[src/hdl/qpe_pkg.sv]
`default_nettype none

package qpe_pkg;

  localparam logic [7:0] CharTab   = 8'd9;
  localparam logic [7:0] CharLf    = 8'd10;
  localparam logic [7:0] CharCr    = 8'd13;
  localparam logic [7:0] CharSpace = 8'd32;
  localparam logic [7:0] CharEq    = 8'd61;
  localparam logic [7:0] PlainLo1  = 8'd33;
  localparam logic [7:0] PlainHi1  = 8'd60;
  localparam logic [7:0] PlainLo2  = 8'd62;
  localparam logic [7:0] PlainHi2  = 8'd126;
  localparam logic [7:0] LimitRst  = 8'd73;

  typedef struct packed {
    logic [7:0] data_byte;
    logic       msg_last;
  } qpe_in_t;

  typedef struct packed {
    logic [7:0] out_char;
    logic       run_last;
    logic       msg_end;
  } qpe_out_t;

  // one accepted byte after classification: optional held space/tab, optional own unit
  typedef struct packed {
    logic       held_v;
    logic       held_tab;
    logic       held_esc;
    logic       cur_v;
    logic [7:0] cur_byte;
    logic       cur_esc;
    logic       msg_last;
  } qpe_entry_t;

  typedef enum logic [2:0] {
    ST_UNIT,
    ST_BRK_CR,
    ST_BRK_LF,
    ST_BODY,
    ST_HEX_HI,
    ST_HEX_LO
  } qpe_state_e;

  function automatic logic [7:0] hex_digit(input logic [3:0] v);
    logic [7:0] w;
    w = {4'd0, v};
    if (v < 4'd10) begin
      hex_digit = 8'd48 + w;
    end else begin
      hex_digit = 8'd55 + w;
    end
  endfunction

endpackage

`default_nettype wire

[src/hdl/quoted_printable_encoder_top.sv]
`default_nettype none

// channel | signals                        | direction
// input   | in_valid_i, in_stall_o, in_data_i    | byte request in
// output  | out_valid_o, out_stall_i, out_data_o | one encoded character out
// config  | cfg_valid_i, cfg_ready_o, cfg_data_i | line limit write
//
// the back end emits one character per cycle unless stalled: a literal byte is
// one character, an escape three, a soft line break three more; a held space/tab
// gives none until its successor arrives, so the rate is bound by the output channel
// a two-entry queue lets the front take a new request while the back works
// reset clears the queue, held byte, line count and sets the limit to 73

module quoted_printable_encoder_top import qpe_pkg::*; #(
  parameter int unsigned QueueDepth = 2
) (
  input  wire logic       clk_i,
  input  wire logic       rst_ni,
  input  wire logic       in_valid_i,
  output      logic       in_stall_o,
  input  wire qpe_in_t    in_data_i,
  output      logic       out_valid_o,
  input  wire logic       out_stall_i,
  output      qpe_out_t   out_data_o,
  input  wire logic       cfg_valid_i,
  output      logic       cfg_ready_o,
  input  wire logic [7:0] cfg_data_i
);

  logic [7:0] line_limit_q;
  logic       q_full, q_push, q_pop, q_valid;
  qpe_entry_t push_entry, pop_entry;

  assign cfg_ready_o = 1'b1;

  always_ff @(posedge clk_i or negedge rst_ni) begin
    if (!rst_ni) begin
      line_limit_q <= LimitRst;
    end else if (cfg_valid_i && cfg_ready_o) begin
      line_limit_q <= cfg_data_i;
    end
  end

  qpe_front u_front (
    .clk_i      (clk_i),
    .rst_ni     (rst_ni),
    .in_valid_i (in_valid_i),
    .in_data_i  (in_data_i),
    .in_stall_o (in_stall_o),
    .q_full_i   (q_full),
    .q_push_o   (q_push),
    .q_entry_o  (push_entry)
  );

  qpe_fifo #(
    .Depth (QueueDepth)
  ) u_fifo (
    .clk_i       (clk_i),
    .rst_ni      (rst_ni),
    .push_i      (q_push),
    .push_data_i (push_entry),
    .full_o      (q_full),
    .pop_i       (q_pop),
    .valid_o     (q_valid),
    .data_o      (pop_entry)
  );

  qpe_back u_back (
    .clk_i        (clk_i),
    .rst_ni       (rst_ni),
    .line_limit_i (line_limit_q),
    .q_valid_i    (q_valid),
    .q_entry_i    (pop_entry),
    .q_pop_o      (q_pop),
    .out_valid_o  (out_valid_o),
    .out_stall_i  (out_stall_i),
    .out_data_o   (out_data_o)
  );

endmodule

`default_nettype wire

[src/hdl/qpe_front.sv]
`default_nettype none

module qpe_front import qpe_pkg::*; (
  input  wire logic       clk_i,
  input  wire logic       rst_ni,
  input  wire logic       in_valid_i,
  input  wire qpe_in_t    in_data_i,
  output      logic       in_stall_o,
  input  wire logic       q_full_i,
  output      logic       q_push_o,
  output      qpe_entry_t q_entry_o
);

  logic held_v_q, held_v_d;
  logic held_tab_q, held_tab_d;
  logic accept;
  logic is_ws, is_crlf, is_plain, hold_now;
  logic [7:0] b;

  assign b          = in_data_i.data_byte;
  assign in_stall_o = q_full_i;
  assign accept     = in_valid_i && !q_full_i;

  assign is_ws    = (b == CharSpace) || (b == CharTab);
  assign is_crlf  = (b == CharCr) || (b == CharLf);
  assign is_plain = ((b >= PlainLo1) && (b <= PlainHi1)) ||
                    ((b >= PlainLo2) && (b <= PlainHi2));
  assign hold_now = is_ws && !in_data_i.msg_last;

  always_comb begin
    q_entry_o.held_v   = held_v_q;
    q_entry_o.held_tab = held_tab_q;
    q_entry_o.held_esc = is_crlf;
    q_entry_o.cur_v    = !hold_now;
    q_entry_o.cur_byte = b;
    q_entry_o.cur_esc  = !is_plain;
    q_entry_o.msg_last = in_data_i.msg_last;
  end

  assign q_push_o = accept && (held_v_q || !hold_now);

  always_comb begin
    held_v_d   = held_v_q;
    held_tab_d = held_tab_q;
    if (accept) begin
      held_v_d   = hold_now;
      held_tab_d = hold_now && (b == CharTab);
    end
  end

  always_ff @(posedge clk_i or negedge rst_ni) begin
    if (!rst_ni) begin
      held_v_q   <= 1'b0;
      held_tab_q <= 1'b0;
    end else begin
      held_v_q   <= held_v_d;
      held_tab_q <= held_tab_d;
    end
  end

endmodule

`default_nettype wire

[src/hdl/qpe_fifo.sv]
`default_nettype none

module qpe_fifo import qpe_pkg::*; #(
  parameter int unsigned Depth = 2
) (
  input  wire logic       clk_i,
  input  wire logic       rst_ni,
  input  wire logic       push_i,
  input  wire qpe_entry_t push_data_i,
  output      logic       full_o,
  input  wire logic       pop_i,
  output      logic       valid_o,
  output      qpe_entry_t data_o
);

  localparam int unsigned PtrW = (Depth > 1) ? $clog2(Depth) : 1;
  localparam int unsigned CntW = $clog2(Depth + 1);
  localparam logic [PtrW-1:0] PtrLast = PtrW'(Depth - 1);
  localparam logic [CntW-1:0] CntFull = CntW'(Depth);

  qpe_entry_t mem_q [Depth];
  logic [PtrW-1:0] wr_ptr_q, wr_ptr_d, rd_ptr_q, rd_ptr_d;
  logic [CntW-1:0] cnt_q, cnt_d;
  logic do_push, do_pop;

  assign full_o  = (cnt_q == CntFull);
  assign valid_o = (cnt_q != '0);
  assign data_o  = mem_q[rd_ptr_q];
  assign do_push = push_i && !full_o;
  assign do_pop  = pop_i && valid_o;

  always_comb begin
    wr_ptr_d = wr_ptr_q;
    rd_ptr_d = rd_ptr_q;
    cnt_d    = cnt_q;
    if (do_push) begin
      wr_ptr_d = (wr_ptr_q == PtrLast) ? '0 : wr_ptr_q + 1'b1;
    end
    if (do_pop) begin
      rd_ptr_d = (rd_ptr_q == PtrLast) ? '0 : rd_ptr_q + 1'b1;
    end
    if (do_push && !do_pop) begin
      cnt_d = cnt_q + 1'b1;
    end else if (do_pop && !do_push) begin
      cnt_d = cnt_q - 1'b1;
    end
  end

  always_ff @(posedge clk_i) begin
    if (do_push) begin
      mem_q[wr_ptr_q] <= push_data_i;
    end
  end

  always_ff @(posedge clk_i or negedge rst_ni) begin
    if (!rst_ni) begin
      wr_ptr_q <= '0;
      rd_ptr_q <= '0;
      cnt_q    <= '0;
    end else begin
      wr_ptr_q <= wr_ptr_d;
      rd_ptr_q <= rd_ptr_d;
      cnt_q    <= cnt_d;
    end
  end

endmodule

`default_nettype wire

[src/hdl/qpe_back.sv]
`default_nettype none

module qpe_back import qpe_pkg::*; (
  input  wire logic       clk_i,
  input  wire logic       rst_ni,
  input  wire logic [7:0] line_limit_i,
  input  wire logic       q_valid_i,
  input  wire qpe_entry_t q_entry_i,
  output      logic       q_pop_o,
  output      logic       out_valid_o,
  input  wire logic       out_stall_i,
  output      qpe_out_t   out_data_o
);

  qpe_state_e state_q, state_d;
  qpe_entry_t ent_q;
  logic       ent_valid_q;
  logic       unit_sel_q;
  logic [8:0] cnt_q, cnt_d;
  qpe_out_t   out_q;
  logic       out_valid_q;

  logic       adv, fire, brk, unit_done, last_unit, ent_done;
  logic [7:0] unit_byte, ch;
  logic       unit_esc;

  assign adv  = !out_valid_q || !out_stall_i;
  assign fire = ent_valid_q && adv;
  assign brk  = cnt_q >= {1'b0, line_limit_i};

  assign unit_byte = unit_sel_q ? ent_q.cur_byte :
                     (ent_q.held_tab ? CharTab : CharSpace);
  assign unit_esc  = unit_sel_q ? ent_q.cur_esc : ent_q.held_esc;
  assign last_unit = unit_sel_q || !ent_q.cur_v;

  // next state
  always_comb begin
    case (state_q)
      ST_UNIT: begin
        if (brk) begin
          state_d = ST_BRK_CR;
        end else if (unit_esc) begin
          state_d = ST_HEX_HI;
        end else begin
          state_d = ST_UNIT;
        end
      end
      ST_BRK_CR: state_d = ST_BRK_LF;
      ST_BRK_LF: state_d = ST_BODY;
      ST_BODY:   state_d = unit_esc ? ST_HEX_HI : ST_UNIT;
      ST_HEX_HI: state_d = ST_HEX_LO;
      ST_HEX_LO: state_d = ST_UNIT;
      default:   state_d = ST_UNIT;
    endcase
  end

  // character and line count
  always_comb begin
    ch        = CharEq;
    unit_done = 1'b0;
    cnt_d     = cnt_q;
    case (state_q)
      ST_UNIT: begin
        if (brk) begin
          cnt_d = '0;
        end else if (!unit_esc) begin
          ch        = unit_byte;
          cnt_d     = cnt_q + 9'd1;
          unit_done = 1'b1;
        end
      end
      ST_BRK_CR: ch = CharCr;
      ST_BRK_LF: ch = CharLf;
      ST_BODY: begin
        if (!unit_esc) begin
          ch        = unit_byte;
          cnt_d     = cnt_q + 9'd1;
          unit_done = 1'b1;
        end
      end
      ST_HEX_HI: ch = hex_digit(unit_byte[7:4]);
      ST_HEX_LO: begin
        ch        = hex_digit(unit_byte[3:0]);
        cnt_d     = cnt_q + 9'd3;
        unit_done = 1'b1;
      end
      default: ch = CharEq;
    endcase
    if (unit_done && last_unit && ent_q.msg_last) begin
      cnt_d = '0;
    end
  end

  assign ent_done = fire && unit_done && last_unit;
  assign q_pop_o  = q_valid_i && (!ent_valid_q || ent_done);

  always_ff @(posedge clk_i) begin
    if (q_pop_o) begin
      ent_q <= q_entry_i;
    end
    if (adv) begin
      out_q.out_char <= ch;
      out_q.run_last <= unit_done && last_unit;
      out_q.msg_end  <= unit_done && last_unit && ent_q.msg_last;
    end
  end

  always_ff @(posedge clk_i or negedge rst_ni) begin
    if (!rst_ni) begin
      state_q     <= ST_UNIT;
      ent_valid_q <= 1'b0;
      unit_sel_q  <= 1'b0;
      cnt_q       <= '0;
      out_valid_q <= 1'b0;
    end else begin
      if (adv) begin
        out_valid_q <= ent_valid_q;
      end
      if (fire) begin
        state_q <= state_d;
        cnt_q   <= cnt_d;
      end
      if (q_pop_o) begin
        ent_valid_q <= 1'b1;
        unit_sel_q  <= !q_entry_i.held_v;
      end else if (ent_done) begin
        ent_valid_q <= 1'b0;
      end else if (fire && unit_done) begin
        unit_sel_q <= 1'b1;
      end
    end
  end

  assign out_valid_o = out_valid_q;
  assign out_data_o  = out_q;

endmodule

`default_nettype wire

[config.mk]
export PLATFORM = sky130hd
export DESIGN_NAME = quoted_printable_encoder_top
export DESIGN_NICKNAME = d
export VERILOG_FILES = /design/src/hdl/qpe_pkg.sv /design/src/hdl/quoted_printable_encoder_top.sv /design/src/hdl/qpe_front.sv /design/src/hdl/qpe_fifo.sv /design/src/hdl/qpe_back.sv
export SDC_FILE = /design/constraint.sdc
export NUM_CORES = 1
export LEC_CHECK = 0
export ABC_CLOCK_PERIOD_IN_PS = 7600
export BUFFER_PORTS_ARGS = -buffer_cell sky130_fd_sc_hd__clkbuf_2
export CORE_ASPECT_RATIO = 0.7
export CORE_MARGIN = 4
export CORE_UTILIZATION = 50
export DETAILED_ROUTE_END_ITERATION = 10
export GPL_ROUTABILITY_DRIVEN = 1
export PLACE_DENSITY_LB_ADDON = 0.1
export SETUP_SLACK_MARGIN = 0.5
export SYNTH_ARGS = -nofsm -noshare
export SYNTH_HDL_FRONTEND = slang
export SYNTH_SLANG_ARGS = --single-unit
[constraint.sdc]
create_clock -name clk_i -period 7.6 [get_ports clk_i]
set_clock_uncertainty 0.2 [all_clocks]
set_input_delay 0.38 -clock clk_i [delete_from_list [all_inputs] [get_ports clk_i]]
set_output_delay 0.38 -clock clk_i [all_outputs]
set_load 0.01 [all_outputs]
### Yosys cells after proc, flatten, opt, wreduce, memory -nomap -nowiden

Memory sizes are Yosys's and may differ from the RTL's.
Index checks and enable logic that the tools add are counted.

* multiplexer cells: 29
* $lt $le $gt $ge: 7
* $add $sub $neg: 10
* eq/ne operators: 11
* reduce and logical (&&, ||, !) cells: 42

Operators with widths (count)
* $pmux 8 s6: 1
* $mux 8: 5
* $add 6x4->7 const A: 4
* $mux 9: 3
* $pmux 9 s3: 1
* $eq 8x4->1 const B: 3
* $ge 8x6->1 const B: 2
* $logic_and 1x1->1: 16
* $pmux 3 s5: 1
* $mux 1: 12
* $logic_not 1->1: 11
* $add 9x1->9 const B: 1
* $add 9x2->9 const B: 1
* $ge 9x8->1: 1
* $eq 8x6->1 const B: 1
* $le 8x6->1 const B: 1
* $le 8x7->1 const B: 1
* $lt 4x4->1 const B: 2
* $reduce_bool 2->1: 4
* $logic_or 1x1->1: 7
* $eq 3x2->1 const B: 2
* $eq 3x3->1 const B: 2
* $mux 3: 2
* $mux 6: 1
* 11 further kinds: 14

* memory bits (writable): 28
* memories kept: 1
* input port bits: 22
* output and inout port bits: 13
* flip-flop bits (word level): 52

Memory list
* u_fifo.mem_q: depth 2, bits a word 14, read ports 1, clocked after memory_dff 0, wr ports 1, RTL line qpe_fifo.sv:21 `qpe_entry_t mem_q [Depth];`

### Logic depth before layout (Yosys ltp)

* word-level depth: 12
* mapped depth: 11
* depth with buffers taken out: 11

### By module

Synthesis repeated with hierarchy kept, for this count alone.

* cell total of the unflattened synthesis: 411
* area total of the unflattened synthesis: 4504.3 um^2

By module, submodules not included
* qpe_back: times used 1, cells each 288, area an instance 2563.7 um^2, sequential area each 1066.0 um^2
* qpe_fifo: times used 1, cells each 63, area an instance 1263.7 um^2, sequential area each 940.9 um^2
* quoted_printable_encoder_top: times used 1, cells each 19, area an instance 346.6 um^2, sequential area each 203.9 um^2
* qpe_front: times used 1, cells each 41, area an instance 330.3 um^2, sequential area each 50.0 um^2

### Worst setup path before layout

Ideal clock, no wire load.

* kind: flip-flop to flip-flop
* from: register u_back.cnt_q[0]
* to: register u_fifo.cnt_q[1]
* path buffers: 0
* setup time: 0.080 ns
* arrival: 2.185 ns
* slack: 5.135 ns
* period minus slack after synthesis: 2.465 ns
* required time: 7.320 ns
* cell stages (with the launch flop): 12
* cells stage by stage: dfrtp_1 inv_1 ha_1 nor2b_1 o21ai_1 a31oi_1 o21ai_1 a311o_1 ha_1 xor2_1 nor2_1 xnor2_1

* word-level cells in the longest chain between the ends: 11

Ends and longest elaborated chain
* start: declaration: RTL line qpe_back.sv:19 `logic [8:0] cnt_q, cnt_d;`
* start signal: assignment: RTL line qpe_back.sv:121 `cnt_q <= cnt_d;`
* $ge 9x8->1 *: RTL line qpe_back.sv:29 `assign brk = cnt_q >= {1'b0, line_limit_i};`
* $mux 1 *: RTL line qpe_back.sv:64 `if (brk) begin`
* $pmux 1 s3 *: RTL line qpe_back.sv:62 `case (state_q)`
* $logic_and 1x1->1 * (2 in series): RTL line qpe_back.sv:94 `assign ent_done = fire && unit_done && last_unit;`
* $logic_or 1x1->1 *: RTL line qpe_back.sv:95 `assign q_pop_o = q_valid_i && (!ent_valid_q || ent_done);`
* $logic_and 1x1->1 *: RTL line qpe_back.sv:95
* $logic_and 1x1->1 *: RTL line qpe_fifo.sv:30 `assign do_pop = pop_i && valid_o;`
* $logic_not 1->1: RTL line qpe_fifo.sv:42 `if (do_push && !do_pop) begin`
* $logic_and 1x1->1: RTL line qpe_fifo.sv:42
* $mux 2 or $reduce_bool 2->1 (tied branches)
* end signal: assignment: RTL line qpe_fifo.sv:63 `cnt_q <= cnt_d;`
* end: declaration: RTL line qpe_fifo.sv:23 `logic [CntW-1:0] cnt_q, cnt_d;`

Every way passes the cells marked *; elsewhere a longest branch is shown, timed or not.
A chain may end at the register's enable or synchronous reset.

### Final worst setup path

* from: register u_back.unit_sel_q
* to: register u_back.ent_q[7] (netlist bit) (enable)

* word-level cells in the longest chain between the ends: 8

Ends and longest elaborated chain
* start: declaration: RTL line qpe_back.sv:18 `logic unit_sel_q;`
* start signal: assignment: RTL line qpe_back.sv:125 `unit_sel_q <= !q_entry_i.held_v;`
* $mux 1: RTL line qpe_back.sv:33 `assign unit_esc = unit_sel_q ? ent_q.cur_esc : ent_q.held_esc;`
* $mux 1: RTL line qpe_back.sv:66, qpe_back.sv:75
* $mux 1: RTL line qpe_back.sv:64
* $pmux 1 s3: RTL line qpe_back.sv:62
* $logic_and 1x1->1: RTL line qpe_back.sv:94
* $logic_and 1x1->1 *: RTL line qpe_back.sv:94
* $logic_or 1x1->1 *: RTL line qpe_back.sv:95
* $logic_and 1x1->1 *: RTL line qpe_back.sv:95
* via q_pop: RTL line quoted_printable_encoder_top.sv:31 `logic q_full, q_push, q_pop, q_valid;`
* end signal: assignment: RTL line qpe_back.sv:99 `ent_q <= q_entry_i;`
* end: declaration: RTL line qpe_back.sv:16 `qpe_entry_t ent_q;`

The timed path passes the listed nets; every way through them passes the cells marked *.

==> impl_metrics.py <==
metrics = {
    "die": {
        "dieHeight_um": 84.89,
        "placeableCoreArea_um2": 8040,
        "start_util_pct": 52.52,
        "io_pins": 35,
        "die_w_um": 117.8,
        "rows": 27,
        "design.die.area_um2": 10000,
    },
    "logic_synthesis": {
        "synth_ff_type": "edfxtp_1",
        "yosysTopAreaCellShare_pct": 36.27,
        "netlist_area_um2": 4223,
        "synth.net_count": 419,
        "syn_avg_cell_area_um2": 11.00,
        "yosys_warnings": 0,
        "syn_inst": 384,
        "yosysTopAreaCell": "edfxtp_1",
        "seq_area_frac_synth_pct": 53.54,
        "synth_edf_count": 51,
        "synth.distinct_cells": 70,
        "ys_ff_latch": 80,
        "synthTopCellsByArea": "edfxtp_1 36%, dfrtp_1 15%, ha_1 3.9%, mux2_2 3.7%, nand2_1 3.2%",
        "ys_async_sr_fraction_pct": 36.25,
    },
    "grt": {
        "grt_pass1_vias": 2905,
        "top_usage_layer": "met1",
        "grt_overflow_total": 0,
        "use_met3_pct": 6.063,
        "grt_pass1_wl_mm": 15.06,
        "grt.total_usage_pct": 19.19,
        "met1_usage_pct": 29.02,
        "met2_usage_pct": 26.12,
        "grt_max_degree": 30,
        "antenna_found_initial": 0,
    },
    "place": {
        "hpwl_mm": 6.462,
        "pre_cts_slack_ps": 4439,
        "gp_congestion": 0.8997,
        "dp.cells": 502,
        "portBuffers": 33,
    },
    "clock_network": {
        "cts_sinks": 80,
        "htreeDepth": 3,
        "clock_latency_ps": 340,
        "ctsRootBufferMaster": "clkbuf_16",
        "ctsLongestPathBuffers": 2,
        "numCtsBuffers": 9,
        "cts_tree": "yes",
        "path_clk_slew_ps": 70,
        "cts.repair.resized": 0,
    },
    "route": {
        "detail_route.iter0.violations": 176,
        "drc": 0,
        "via_per_inst": 5.954,
        "dr.pass1.iters": 7,
        "num_vias": 3090,
        "wirelength_mm": 9.102,
        "wire_per_inst_um": 17.54,
        "detail-route-antenna-nets": 0,
    },
    "worst_setup_path": {
        "worstSetupEndpointType": "flip-flop",
        "arrival_ps": 2980,
        "required_ps": 7380,
        "path_class": "reg2reg",
        "startpoint_type": "flip-flop",
        "cp_max_fo": 19,
    },
    "finish": {
        "utilization_pct": 58.99,
        "nets": 448,
        "stdcell_count": 519,
        "fillers": 685,
        "drive_above_1_share_pct": 20.10,
        "antenna_cells": 0,
        "areaGrowthSynthToFinish_pct": 12.33,
    },
    "sta": {
        "rsz0062_at_grt": "no",
        "relSlewSlack_pct": 29.08,
        "finalCritPeriodShare_pct": 42.10,
        "tightest_slew_ps": 1060,
        "fmax_mhz": 312.5,
        "tns_ps": 0,
        "hold_viol_final": 0,
        "setup_violations": 0,
        "period_minus_slack_ps": 3200,
        "drv_slew": 0,
        "setup_slack_ps": 4400,
    },
    "power": {
        "p_per_area_nw_per_um2": 385.4,
        "ir_worst_vdd_mv": 0.2063,
        "power_leakage_uw": 0.001880,
    },
    "status": {
        "status": "complete, no violations",
    },
    "run": {
        "cap_violations": 0,
    },
    "min_path": {
        "hold_class": "in2reg",
    },
}
==> metrics by stage <==
stage,power [uW],hold slack [ps],cell area (um2)
after floorplan,1216,-115.6,4223
after detailed placement,1373,259.3,4422
after global placement,1367,259.0,4422
after CTS,1828,34.27,4743
final,1828,42.02,4743
after global routing,1950,45.78,4743
==> layer usage <==
metal	share of wire (%)	vias to the layer above
met4	0.91	0
met1	50	1463
met5	0	-
met2	40	130
li1	-	1486
met3	8.5	11
==> power by group <==
part / leakage, uW / internal (uW) / switching [uW]
sequential: 0.000826 / 608 / 126
clock: 0.000150 / 262 / 185
combinational: 0.000903 / 271 / 376
==> area by class of cell <==
class	instances	area [um2]	area share, %
Sequential cell	80	2261	47.67
Clock inverter	7	86.33	1.820
Multi-Input combinational cell	266	1780	37.54
Inverter	21	81.33	1.715
Clock buffer	9	225.2	4.748
Tap cell	101	126.4	2.664
Timing Repair Buffer	35	182.7	3.851
==> sequential cells by signal, indices dropped and copies added, names as in the netlist, 2 cells and up <==
register / count
u_fifo.mem_q: 28
u_back.cnt_q: 9
u_back.out_data_o: 10
line_limit_q: 8
u_back.state_q: 3
u_fifo.cnt_q: 2
u_back.ent_q: 13
==> final timing paths <==
kind                                    start             endpoint  slack, ps  depth (start not counted)
max                         u_back.unit_sel_q      u_back.ent_q[7]       4400                          6
min                             cfg_data_i[7]      line_limit_q[7]         40                          3
max reg2reg                 u_back.unit_sel_q      u_back.ent_q[7]       4400                          6
min reg2reg                u_front.held_tab_q  u_fifo.mem_q[0][12]        270                          0
max in group asynchronous              rst_ni    u_back.state_q[0]       6210                          2
min in group asynchronous              rst_ni      u_back.cnt_q[0]        470                          2
==> logic make-up after synthesis <==
kind of cell / count (synthesis) / share of synthesized area [%]
AOI/OAI and AO/OA: 104 / 16.71
xor gates and xnor gates: 10 / 2.074
adders and majority gates: 13 / 3.852
muxes: 18 / 5.096
buffers and inverters: 38 / 4.296
and+or+nand+nor: 120 / 14.34
other: 1 / 0.08880
DFF: 80 / 53.54
==> worst max-delay path, cell delays in order, from the launching register on <==
cell,delay (ps)
dfrtp_1,750
mux2i_4,520
nand4_1,210
nor2_1,120
o21ai_1,170
a311o_1,460
inv_1,410
==> cells in the mapped netlist, drive strengths merged, types with 5 or more instances <==
master and number:
clkbuf 7, nand2b 6, dfrtp 26, mux2 15
a21oi 17, nand3 7, o211ai 6, and2 5
nor4 6, o22ai 5, inv 21, and3 5
nand2 36, ha 13, nand4 6, xnor2 6
edfxtp 51, o21ai 28, buf 10, nor2 39
a31oi 10
==> timing repair <==
action                                 in CTS  in global routing
setup buffers                               0                  0
hold buffers                                1                  0
endpoints found under the hold margin      26                  0
==> cell usage in the layout, fill, tap and decap left out, types with 7 or more instances in the layout <==
cell type  instances
nand3_1            7
clkbuf_16          9
inv_1             19
o21ai_0           22
ha_1              13
clkbuf_2          33
edfxtp_1          51
mux2_2            14
nand2_1           36
a31oi_1           10
a21oi_1           16
dfrtp_1           26
nor2_1            36
Power figures use the tool's default switching activity.
